$ cat src/hw/rtl/nls_pkg.sv
package nls_pkg;

   typedef enum logic [1:0] {
      PH_LEAD,
      PH_ZERO,
      PH_DIGITS,
      PH_FRAC
   } phase_type;

   localparam logic [1:0] KIND_INT  = 2'd0;
   localparam logic [1:0] KIND_HEX  = 2'd1;
   localparam logic [1:0] KIND_BIN  = 2'd2;
   localparam logic [1:0] KIND_FRAC = 2'd3;

   localparam logic [1:0] REG_ALLOW_SIGN     = 2'd0;
   localparam logic [1:0] REG_ALLOW_FRACTION = 2'd1;
   localparam logic [1:0] REG_ALLOW_BASE2    = 2'd2;
   localparam logic [1:0] REG_ALLOW_BASE16   = 2'd3;

   typedef struct packed {
      logic allow_sign;
      logic allow_fraction;
      logic allow_base2;
      logic allow_base16;
   } cfg_type;

   typedef struct packed {
      logic      active;
      phase_type phase;
      logic [1:0] kind;
      logic      saw_digit;
   } scan_type;

   typedef struct packed {
      logic       found;
      logic [1:0] kind;
      logic [7:0] length;
      logic       too_long;
   } rsp_type;

endpackage

$ cat src/hw/rtl/nls_step.sv
module nls_step #(
   parameter int MAX_LEN = 255,
   parameter int CNT_W   = 8
) (
   input  logic              start_req,
   input  logic [7:0]        ch,
   input  logic              last,
   input  nls_pkg::cfg_type  cfg,
   input  nls_pkg::scan_type scan,
   input  logic [CNT_W-1:0]  count,
   output nls_pkg::scan_type scan_in,
   output logic [CNT_W-1:0]  count_in,
   output logic              emit,
   output nls_pkg::rsp_type  rsp
);

   localparam int CMP_W = (CNT_W > 8) ? CNT_W : 8;

   function automatic logic is_dec(input logic [7:0] c);
      return (c >= "0") && (c <= "9");
   endfunction

   function automatic logic is_hex(input logic [7:0] c);
      return is_dec(c) || ((c >= "a") && (c <= "f")) || ((c >= "A") && (c <= "F"));
   endfunction

   always_comb begin
      nls_pkg::scan_type s;
      logic [CNT_W-1:0]  cnt;
      logic              run_take;
      logic              fin;
      logic              fin_long;
      logic              ok;
      logic [CMP_W-1:0]  cnt_ext;

      s        = scan;
      cnt      = count;
      run_take = 1'b0;
      fin      = 1'b0;
      fin_long = 1'b0;
      ok       = 1'b0;

      if (start_req) begin
         s.active    = 1'b1;
         s.phase     = nls_pkg::PH_LEAD;
         s.kind      = nls_pkg::KIND_INT;
         s.saw_digit = 1'b0;
         cnt         = '0;
         if ((ch == "+") || (ch == "-")) begin
            if (!cfg.allow_sign) begin
               fin = 1'b1;
            end else begin
               cnt = CNT_W'(1);
               if (MAX_LEN <= 1) begin
                  fin      = 1'b1;
                  fin_long = 1'b1;
               end else if (last) begin
                  fin = 1'b1;
               end
            end
         end else begin
            run_take = 1'b1;
         end
      end else if (scan.active) begin
         run_take = 1'b1;
      end

      if (run_take) begin
         case (s.phase)
            nls_pkg::PH_LEAD: begin
               if (ch == "0") begin
                  s.phase = nls_pkg::PH_ZERO; s.saw_digit = 1'b1; ok = 1'b1;
               end else if (is_dec(ch)) begin
                  s.phase = nls_pkg::PH_DIGITS; s.kind = nls_pkg::KIND_INT;
                  s.saw_digit = 1'b1; ok = 1'b1;
               end else if ((ch == ".") && cfg.allow_fraction) begin
                  s.phase = nls_pkg::PH_FRAC; s.kind = nls_pkg::KIND_FRAC; ok = 1'b1;
               end
            end
            nls_pkg::PH_ZERO: begin
               if (((ch == "x") || (ch == "X")) && cfg.allow_base16) begin
                  s.phase = nls_pkg::PH_DIGITS; s.kind = nls_pkg::KIND_HEX;
                  s.saw_digit = 1'b0; ok = 1'b1;
               end else if (((ch == "b") || (ch == "B")) && cfg.allow_base2) begin
                  s.phase = nls_pkg::PH_DIGITS; s.kind = nls_pkg::KIND_BIN;
                  s.saw_digit = 1'b0; ok = 1'b1;
               end else if (is_dec(ch)) begin
                  s.phase = nls_pkg::PH_DIGITS; s.kind = nls_pkg::KIND_INT; ok = 1'b1;
               end else if ((ch == ".") && cfg.allow_fraction) begin
                  s.phase = nls_pkg::PH_FRAC; s.kind = nls_pkg::KIND_FRAC; ok = 1'b1;
               end
            end
            nls_pkg::PH_DIGITS: begin
               if (s.kind == nls_pkg::KIND_BIN) begin
                  if ((ch == "0") || (ch == "1")) begin
                     s.saw_digit = 1'b1; ok = 1'b1;
                  end
               end else if (s.kind == nls_pkg::KIND_HEX) begin
                  if (is_hex(ch)) begin
                     s.saw_digit = 1'b1; ok = 1'b1;
                  end
               end else if (is_dec(ch)) begin
                  s.saw_digit = 1'b1; ok = 1'b1;
               end else if ((ch == ".") && cfg.allow_fraction) begin
                  s.phase = nls_pkg::PH_FRAC; s.kind = nls_pkg::KIND_FRAC; ok = 1'b1;
               end
            end
            nls_pkg::PH_FRAC: begin
               if (is_dec(ch)) begin
                  s.saw_digit = 1'b1; ok = 1'b1;
               end
            end
            default: ok = 1'b0;
         endcase

         if (!ok) begin
            fin = 1'b1;
         end else begin
            // never wraps: the scan closes once the count reaches MAX_LEN
            cnt = cnt + 1'b1;
            if (cnt >= CNT_W'(MAX_LEN)) begin
               fin      = 1'b1;
               fin_long = 1'b1;
            end else if (last) begin
               fin = 1'b1;
            end
         end
      end

      cnt_ext = CMP_W'(cnt);
      if (s.saw_digit) begin
         rsp.found    = 1'b1;
         rsp.kind     = s.kind;
         rsp.length   = (cnt_ext > CMP_W'(255)) ? 8'hff : cnt_ext[7:0];
         rsp.too_long = fin_long;
      end else begin
         rsp = '0;
      end

      if (fin) begin
         s.active = 1'b0;
         s.phase  = nls_pkg::PH_LEAD;
      end

      emit     = fin;
      scan_in  = s;
      count_in = cnt;
   end

endmodule

$ cat src/hw/rtl/numeric_literal_scanner_top.sv
// Channel   Dir  Ports                                        Beat
// req       in   req_valid/req_stall, start_req, ch, last     one source character
// rsp       out  rsp_valid/rsp_stall, found, kind, length,    one scan result
//                too_long
// csr       in   psel/penable/pwrite/paddr/pwdata/prdata      4 one-bit enables
//
// One character per cycle while req_stall is low. Each beat is decoded in a
// single pass against the scan state registers and any result lands in a
// two-deep result queue (output register plus skid) in the same edge.
// req_stall rises only while both queue slots are full. Synchronous
// active-high reset clears scan state, enables and queue.
module numeric_literal_scanner_top #(
   parameter int MAX_LEN = 255
) (
   input  logic        clock,
   input  logic        reset,
   // character stream
   input  logic        req_valid,
   output logic        req_stall,
   input  logic        req_start_req,
   input  logic [7:0]  req_ch,
   input  logic        req_last,
   // results
   output logic        rsp_valid,
   input  logic        rsp_stall,
   output logic        rsp_found,
   output logic [1:0]  rsp_kind,
   output logic [7:0]  rsp_length,
   output logic        rsp_too_long,
   // register port
   input  logic        psel,
   input  logic        penable,
   input  logic        pwrite,
   input  logic [3:0]  paddr,
   input  logic [31:0] pwdata,
   output logic [31:0] prdata,
   output logic        pready
);

   localparam int CNT_W = $clog2(MAX_LEN + 1);

   // ---------------------------------------------------------------- registers
   nls_pkg::cfg_type cfg_ff;

   assign pready = 1'b1;

   always_ff @(posedge clock) begin
      if (reset) begin
         cfg_ff <= '0;
      end else if (psel && penable && pwrite) begin
         case (paddr[3:2])
            nls_pkg::REG_ALLOW_SIGN:     cfg_ff.allow_sign     <= pwdata[0];
            nls_pkg::REG_ALLOW_FRACTION: cfg_ff.allow_fraction <= pwdata[0];
            nls_pkg::REG_ALLOW_BASE2:    cfg_ff.allow_base2    <= pwdata[0];
            nls_pkg::REG_ALLOW_BASE16:   cfg_ff.allow_base16   <= pwdata[0];
            default:                     cfg_ff                <= cfg_ff;
         endcase
      end
   end

   always_comb begin
      case (paddr[3:2])
         nls_pkg::REG_ALLOW_SIGN:     prdata = {31'b0, cfg_ff.allow_sign};
         nls_pkg::REG_ALLOW_FRACTION: prdata = {31'b0, cfg_ff.allow_fraction};
         nls_pkg::REG_ALLOW_BASE2:    prdata = {31'b0, cfg_ff.allow_base2};
         nls_pkg::REG_ALLOW_BASE16:   prdata = {31'b0, cfg_ff.allow_base16};
         default:                     prdata = '0;
      endcase
   end

   // --------------------------------------------------------------- scan state
   nls_pkg::scan_type scan_ff, scan_in;
   logic [CNT_W-1:0]  count_ff, count_in;
   logic              emit;
   nls_pkg::rsp_type  step_rsp;

   nls_step #(
      .MAX_LEN (MAX_LEN),
      .CNT_W   (CNT_W)
   ) u_step (
      .start_req (req_start_req),
      .ch        (req_ch),
      .last      (req_last),
      .cfg       (cfg_ff),
      .scan      (scan_ff),
      .count     (count_ff),
      .scan_in   (scan_in),
      .count_in  (count_in),
      .emit      (emit),
      .rsp       (step_rsp)
   );

   logic accept;
   logic push;
   logic pop;

   // skid slot full means the head is full too; only then hold off characters
   logic skid_valid_ff;
   assign req_stall = skid_valid_ff;
   assign accept    = req_valid && !skid_valid_ff;
   assign push      = accept && emit;

   always_ff @(posedge clock) begin
      if (reset) begin
         scan_ff  <= '{active: 1'b0, phase: nls_pkg::PH_LEAD,
                       kind: nls_pkg::KIND_INT, saw_digit: 1'b0};
         count_ff <= '0;
      end else if (accept) begin
         scan_ff  <= scan_in;
         count_ff <= count_in;
      end
   end

   // ------------------------------------------------------------ result queue
   logic             head_valid_ff;
   nls_pkg::rsp_type head_ff;
   nls_pkg::rsp_type skid_ff;

   assign pop = head_valid_ff && !rsp_stall;

   always_ff @(posedge clock) begin
      if (reset) begin
         head_valid_ff <= 1'b0;
         skid_valid_ff <= 1'b0;
      end else if (pop) begin
         // head drains: skid moves up, a new result refills behind it
         head_valid_ff <= skid_valid_ff || push;
         skid_valid_ff <= skid_valid_ff && push;
      end else if (!head_valid_ff) begin
         head_valid_ff <= push;
      end else if (push) begin
         skid_valid_ff <= 1'b1;
      end
   end

   // payload slots carry no reset
   always_ff @(posedge clock) begin
      if (pop) begin
         head_ff <= skid_valid_ff ? skid_ff : step_rsp;
         if (skid_valid_ff && push) begin
            skid_ff <= step_rsp;
         end
      end else if (!head_valid_ff) begin
         if (push) begin
            head_ff <= step_rsp;
         end
      end else if (push) begin
         skid_ff <= step_rsp;
      end
   end

   assign rsp_valid    = head_valid_ff;
   assign rsp_found    = head_ff.found;
   assign rsp_kind     = head_ff.kind;
   assign rsp_length   = head_ff.length;
   assign rsp_too_long = head_ff.too_long;

   // --------------------------------------------------------------- assertions
   a_skid_needs_head: assert property (@(posedge clock) disable iff (reset)
      skid_valid_ff |-> head_valid_ff)
      else $error("skid slot holds a beat while head is empty");

   a_stalled_push_to_skid: assert property (@(posedge clock) disable iff (reset)
      (head_valid_ff && rsp_stall && !skid_valid_ff && push) |=> skid_valid_ff)
      else $error("result lost behind a stalled head");

   a_long_is_found: assert property (@(posedge clock) disable iff (reset)
      (rsp_valid && rsp_too_long) |-> rsp_found)
      else $error("too_long result without a literal");

   a_not_found_zero: assert property (@(posedge clock) disable iff (reset)
      (rsp_valid && !rsp_found) |-> (rsp_kind == 2'd0 && rsp_length == 8'd0))
      else $error("not-found result carries nonzero fields");

   a_idle_after_result: assert property (@(posedge clock) disable iff (reset)
      push |=> !scan_ff.active)
      else $error("scan still active after closing");

endmodule
$ cat config.mk
export PLATFORM = sky130hd
export DESIGN_NAME = numeric_literal_scanner_top
export DESIGN_NICKNAME = d
export VERILOG_FILES = /design/src/hw/rtl/nls_pkg.sv /design/src/hw/rtl/nls_step.sv /design/src/hw/rtl/numeric_literal_scanner_top.sv
export SDC_FILE = /design/constraint.sdc
export NUM_CORES = 1
export LEC_CHECK = 0
export BUFFER_PORTS_ARGS = -buffer_cell sky130_fd_sc_hd__buf_2
export CORE_ASPECT_RATIO = 1.5
export CORE_UTILIZATION = 53
export CTS_BUF_LIST = sky130_fd_sc_hd__clkbuf_2 sky130_fd_sc_hd__clkbuf_4 sky130_fd_sc_hd__clkbuf_8
export CTS_CLUSTER_SIZE = 20
export DETAILED_ROUTE_END_ITERATION = 6
export PLACE_DENSITY = 0.82
export SLEW_MARGIN = 30
export SYNTH_ARGS = -nofsm -noshare
export SYNTH_HDL_FRONTEND = slang
export SYNTH_SLANG_ARGS = --single-unit
$ cat constraint.sdc
create_clock -name clock -period 4 [get_ports clock]
set_clock_uncertainty 0.05 [all_clocks]
set_input_delay 0.4 -clock clock [delete_from_list [all_inputs] [get_ports clock]]
set_output_delay 0.4 -clock clock [all_outputs]
set_load 0.02 [all_outputs]
# ---- Word-level counts from Yosys, hierarchy flattened
# Index checks and enable logic that the tools add are counted.
dict set report op_classes {
  n_addsub 1
  n_mux 67
  n_eq_ne 19
  magnitude_cmp 8
  reduce_logical 34
}
# operator count
set op_table {}
lappend op_table {{one-hot mux 32 bit (4 select lines)} 1}
lappend op_table {{2-to-1 mux 12 bit} 8}
lappend op_table {{equality test 8 x 6 -> 1 bit, second input constant} 5}
lappend op_table {{2-to-1 mux 8 bit} 5}
lappend op_table {{2-to-1 mux 1 bit} 38}
lappend op_table {{equality test 8 x 7 -> 1 bit, second input constant} 4}
lappend op_table {{2-to-1 mux 4 bit} 6}
lappend op_table {{>= comparator 8 x 7 -> 1 bit, second input constant} 2}
lappend op_table {{less-or-equal comparator 8 x 7 -> 1 bit, second input constant} 2}
lappend op_table {{AND reduction 2 bit} 7}
lappend op_table {{logical AND 1 bit} 12}
lappend op_table {{one-hot mux 4 bit (3 select lines)} 1}
lappend op_table {{equality test 2 bit, second input constant} 5}
lappend op_table {{2-to-1 mux 5 bit} 2}
lappend op_table {{adder 8 x 1 -> 8 bit, second input constant} 1}
lappend op_table {{>= comparator 8 x 6 -> 1 bit, second input constant} 1}
lappend op_table {{>= comparator 8 bit, second input constant} 1}
lappend op_table {{> comparator 8 bit, second input constant} 1}
lappend op_table {{less-or-equal comparator 8 x 6 -> 1 bit, second input constant} 1}
lappend op_table {{one-hot mux 1 bit (4 select lines)} 2}
lappend op_table {{logical OR 1 bit} 7}
lappend op_table {{equality test 2 x 1 -> 1 bit, second input constant} 3}
lappend op_table {{2-to-1 mux 6 bit} 1}
lappend op_table {{nonzero test 2 bit} 3}
lappend op_table {{other kinds (7)} 10}
dict set report word_totals {
  inputBits 53
  regBits 44
  output_inout_bits 47
}

# ---- Longest topological paths before layout
dict set report depth {
  depth_word 17
  ltp_mapped 12
  mapped_depth_nobuf 11
}

# ---- Cells and area by module
# A second synthesis with hierarchy kept.
dict set report hier_totals {
  hier_cells 332
  area_unflattened_um2 2971.6
}
# mod instances seq_area_each_um2 area_per_inst_um2 cells_per_inst
set modules_own_cells {}
lappend modules_own_cells {numeric_literal_scanner_top 1 1121.1 1944.4 165}
lappend modules_own_cells {nls_step 1 0.0 1027.2 167}

# ---- Least setup slack after synthesis
# Ideal clock, no wire load.
dict set report synth_path {
  path_type {input-to-reg}
  start {in req_ch[1]}
  end {reg head_ff (netlist bit rsp_found) (enable)}
  arrival_ns 3.202
  n_path_buf 1
  t_required_ns 3.564
  stages 12
  setup_slack_ns 0.362
  path_cell_list {buf_6 xnor2_1 and4bb_4 a21oi_1 inv_1 ha_1 nand3b_1 a2111oi_0 a211oi_1 a21o_1 nand2b_1 mux2i_1}
}
dict set report synth_between {
  elab_chain_len 14
  word_cells_on_any_way 54
  cone_classes {1 x add/sub; 7 x order compare; 9 x eq/ne; 22 x mux; 15 x reduce/logical}
}
# item line_no
set synth_lines {}
lappend synth_lines {{from (decl)} numeric_literal_scanner_top.sv:21} ;# input logic [7:0] req_ch,
lappend synth_lines {{branches (longest 10 deep; another with adder 8 x 1 -> 8 bit)} -}
lappend synth_lines {{2-to-1 mux 1 bit (*)} nls_step.sv:68} ;# if (run_take) begin
lappend synth_lines {{logical AND 1 bit (*)} numeric_literal_scanner_top.sv:101} ;# assign push = accept && emit;
lappend synth_lines {{nonzero test 2 bit (no source line) (*)} -}
lappend synth_lines {{AND reduction 2 bit (no source line) (*)} -}
lappend synth_lines {{to (signal assigned)} numeric_literal_scanner_top.sv:139} ;# head_ff <= skid_valid_ff ? skid_ff : step_rsp;
lappend synth_lines {{to (signal assigned)} numeric_literal_scanner_top.sv:145} ;# head_ff <= step_rsp;
lappend synth_lines {{to (decl)} numeric_literal_scanner_top.sv:116} ;# nls_pkg::rsp_type head_ff;
# Mark *: on every way between the ends. The select of a mux whose other input is x is not followed.
# A chain may end at the register's enable or synchronous reset.

# ---- Final worst setup path
dict set report layout_path {
  start {in req_ch[1]}
  end {reg head_ff (netlist bit rsp_length[0]) (enable)}
}
# Same word-level chain as after synthesis.

==> impl_metrics.tcl <==
set metrics [dict create \
    status "finished clean" \
    power_density_nw_per_um2 312 \
    cts_tree "yes" \
    synthDominantCellAreaShare_pct 23.3 \
    grt_pass1_vias 2253 \
    synth_top_cell_by_area "edfxtp_1" \
    dr.first_iter.drc_count 116 \
    detail_route.vias_per_cell 5.47 \
    rsz0062_at_grt "no" \
    crit_top_cell "buf_4" \
    ant_nets 0 \
    post-route-min-period_ns 3.53 \
    h-tree-depth 2 \
    areaGrowthSynthToFinish_pct 6.40 \
    multiInputGateArea_sq_um 1700 \
    fp-row-count 33 \
    power.total_mw 1.03 \
    setup_viol 0 \
    cts_resized 0 \
    cp.required_ns 3.95 \
    root_buffer "clkbuf_8" \
    cts_setup_buffers 0 \
    synth_flop_cell "edfxtp_1" \
    slowest_stage "a2111oi_0" \
    crit_chain "buf_2 -> xnor2_1 -> and4bb_4 -> a21oi_1 -> inv_1 -> ha_1 -> nand3b_1 -> a2111oi_0 -> buf_4 -> a211oi_1 -> a21o_1 -> nand2b_1 -> mux2i_1 -> buf_4" \
    fill_cells 534 \
    cts_buffers 5 \
    maxCapViolations 0 \
    die-height_um 95.5 \
    fin_nets 433 \
    antenna_cells 0 \
    clock_latency_ns 0.29 \
    io_buffers 34 \
    finalHoldViolations 0 \
    ys_ff_latch 44 \
    crit_fanout 12 \
    cts_hold_buf 0 \
    final-seq-area_sq_um 1120 \
    p_leak_nw 1.27 \
    clkSinkCount 44 \
    synth_cell_types 67 \
    arrival_ns 3.48 \
    hold_class "input port to flop" \
    fin_util_pct 59.4 \
    tightest_slew_ns 0.831 \
    finalSetupTns_ns 0 \
    antenna_found_initial 0 \
    grt_usage_pct 21.4 \
    core_sq_um 5530 \
    synth_edf_count 24 \
    ys_top_cells_by_count "41 x nand2_1, 37 x nor2_1, 33 x buf_4" \
    crit_path_max_incr_delay_ns 0.56 \
    syn_inst 354 \
    startpoint_type "input port" \
    netlist_area_sq_um 3090 \
    syn_area_per_cell_sq_um 8.72 \
    vias 2454 \
    first_pass_iters 4 \
    slew_violations 0 \
    max_slew_margin_pct 44.6 \
    globalplace.congestion 0.861 \
    grt_overflow 0 \
    yosysMostFrequentCell "nand2_1" \
    yosys_warnings 0 \
    drt-wirelength-per-cell_um 13.6 \
    io-pin-count 100 \
    fmax_mhz 283 \
    die_w_um 64.3 \
    ys_seq_area_share_pct 36.3 \
    grt_first_pass_wirelength_um 10200 \
    wl_um 6100 \
    cp-end-kind "flop" \
    place.detailed.hpwl_um 4540 \
    drive_above_1_share_pct 18.7 \
    drc_errors 0 \
    clk_pin_slew_worst_paths_ns 0.08 \
    vdd_ir_drop_max_mv 0.231 \
    async_flop_share_pct 0 \
    dieArea_sq_um 6140 \
    worstSetupPathType "input port to flop" \
    fin_area_sq_um 3290 \
    synthTopCellsByArea "edfxtp_1 23%, dfxtp_1 13%, buf_4 8.0%" \
    grt_max_degree 30 \
    start_util_pct 55.8 \
    clockBufferDepth 2 \
    post-route-period-util_pct 88.3 \
    place_area_sq_um 3150 \
]
## critical path, delay by kind of cell
family	cells	cell delay, ns
adders and majority gates	1	0.28
buffers and inverters	4	0.71
muxes	1	0.16
AOI/OAI and AO/OA	4	1.08
xor gates and xnor gates	1	0.22
and+or+nand+nor	3	0.61
## path summary, 6_finish.rpt
| path | start | endpoint | slack, ns | cells past startpoint |
|---|---|---|---|---|
| max | req_ch[1] | rsp_length[0] | 0.47 | 14 |
| min | pwdata[0] | cfg_ff[1] | 0.35 | 3 |
| max reg2reg | count_ff[0] | rsp_length[0] | 0.75 | 12 |
| min reg2reg | scan_ff[5] | scan_ff[5] | 0.44 | 2 |
## state kept, by name (all words and copies together), names as in the netlist
register and cells:
rsp_too_long 1, rsp_found 1, rsp_kind 2, rsp_valid 1, count_ff 8, scan_ff 6
rsp_length 8, req_stall 1, cfg_ff 4, skid_ff 12
## per-stage QoR
stage / hold WS [ns] / setup slack [ns] / std cells
floorplan: 0.405 / 0.362 / 384
global placement: 0.428 / 0.273 / 441
detailed placement: 0.426 / 0.193 / 441
CTS: 0.340 / 0.491 / 449
global route: 0.365 / 0.243 / 449
finish: 0.347 / 0.469 / 449
## metal layers
layer	up-vias	share of wire (%)	GRT usage (%)
met1	1136	41	24.0
met3	11	2.9	2.75
met4	0	1.9	8.33
li1	1245	-	-
met2	62	54	40.2
met5	-	0	0
## cell families after synthesis
| logic type | synth area share (%) |
|---|---|
| AOI/OAI and AO/OA | 15.2 |
| xor gates and xnor gates | 2.84 |
| adders and majority gates | 0.810 |
| buffers and inverters | 12.2 |
| DFF | 36.3 |
| muxes | 4.42 |
| other | 0.243 |
| and+or+nand+nor | 28.0 |
## where the power goes
group | internal, mW | switching (mW) | leakage (nW)
Clock | 0.256 | 0.147 | 0.0688
Combinational | 0.0361 | 0.0945 | 0.806
Sequential | 0.487 | 0.00538 | 0.397
## cell type report
class | count | area share (%)
Multi-Input combinational cell | 280 | 51.8
Tap cell | 70 | 2.67
Sequential cell | 44 | 34.1
Clock buffer | 6 | 2.32
Clock inverter | 2 | 1.83
Timing Repair Buffer | 39 | 6.32
Inverter | 8 | 0.914
## placed cells by master, fill, tap and decap left out, types with 4 or more instances in the layout
| master | netlist | routed |
|---|---|---|
| a31oi_1 | 9 | 9 |
| xor2_1 | 4 | 4 |
| nand3_2 | 4 | 4 |
| dfxtp_1 | 20 | 20 |
| nand3b_1 | 5 | 5 |
| buf_2 | 4 | 34 |
| nand2_1 | 41 | 41 |
| conb_1 | 2 | 32 |
| mux2i_1 | 8 | 8 |
| nand2b_1 | 10 | 10 |
| buf_4 | 33 | 5 |
| a21oi_1 | 20 | 20 |
| o31ai_1 | 7 | 7 |
| clkbuf_8 | 0 | 5 |
| nor2b_1 | 7 | 7 |
| inv_1 | 8 | 8 |
| xnor2_1 | 6 | 6 |
| edfxtp_1 | 24 | 24 |
| nor3b_1 | 4 | 4 |
| nand3_1 | 9 | 9 |
| nor2_1 | 37 | 37 |
| nor3_1 | 13 | 13 |
| o21ai_0 | 8 | 8 |
Note: power is estimated with default switching activity, not from simulation.
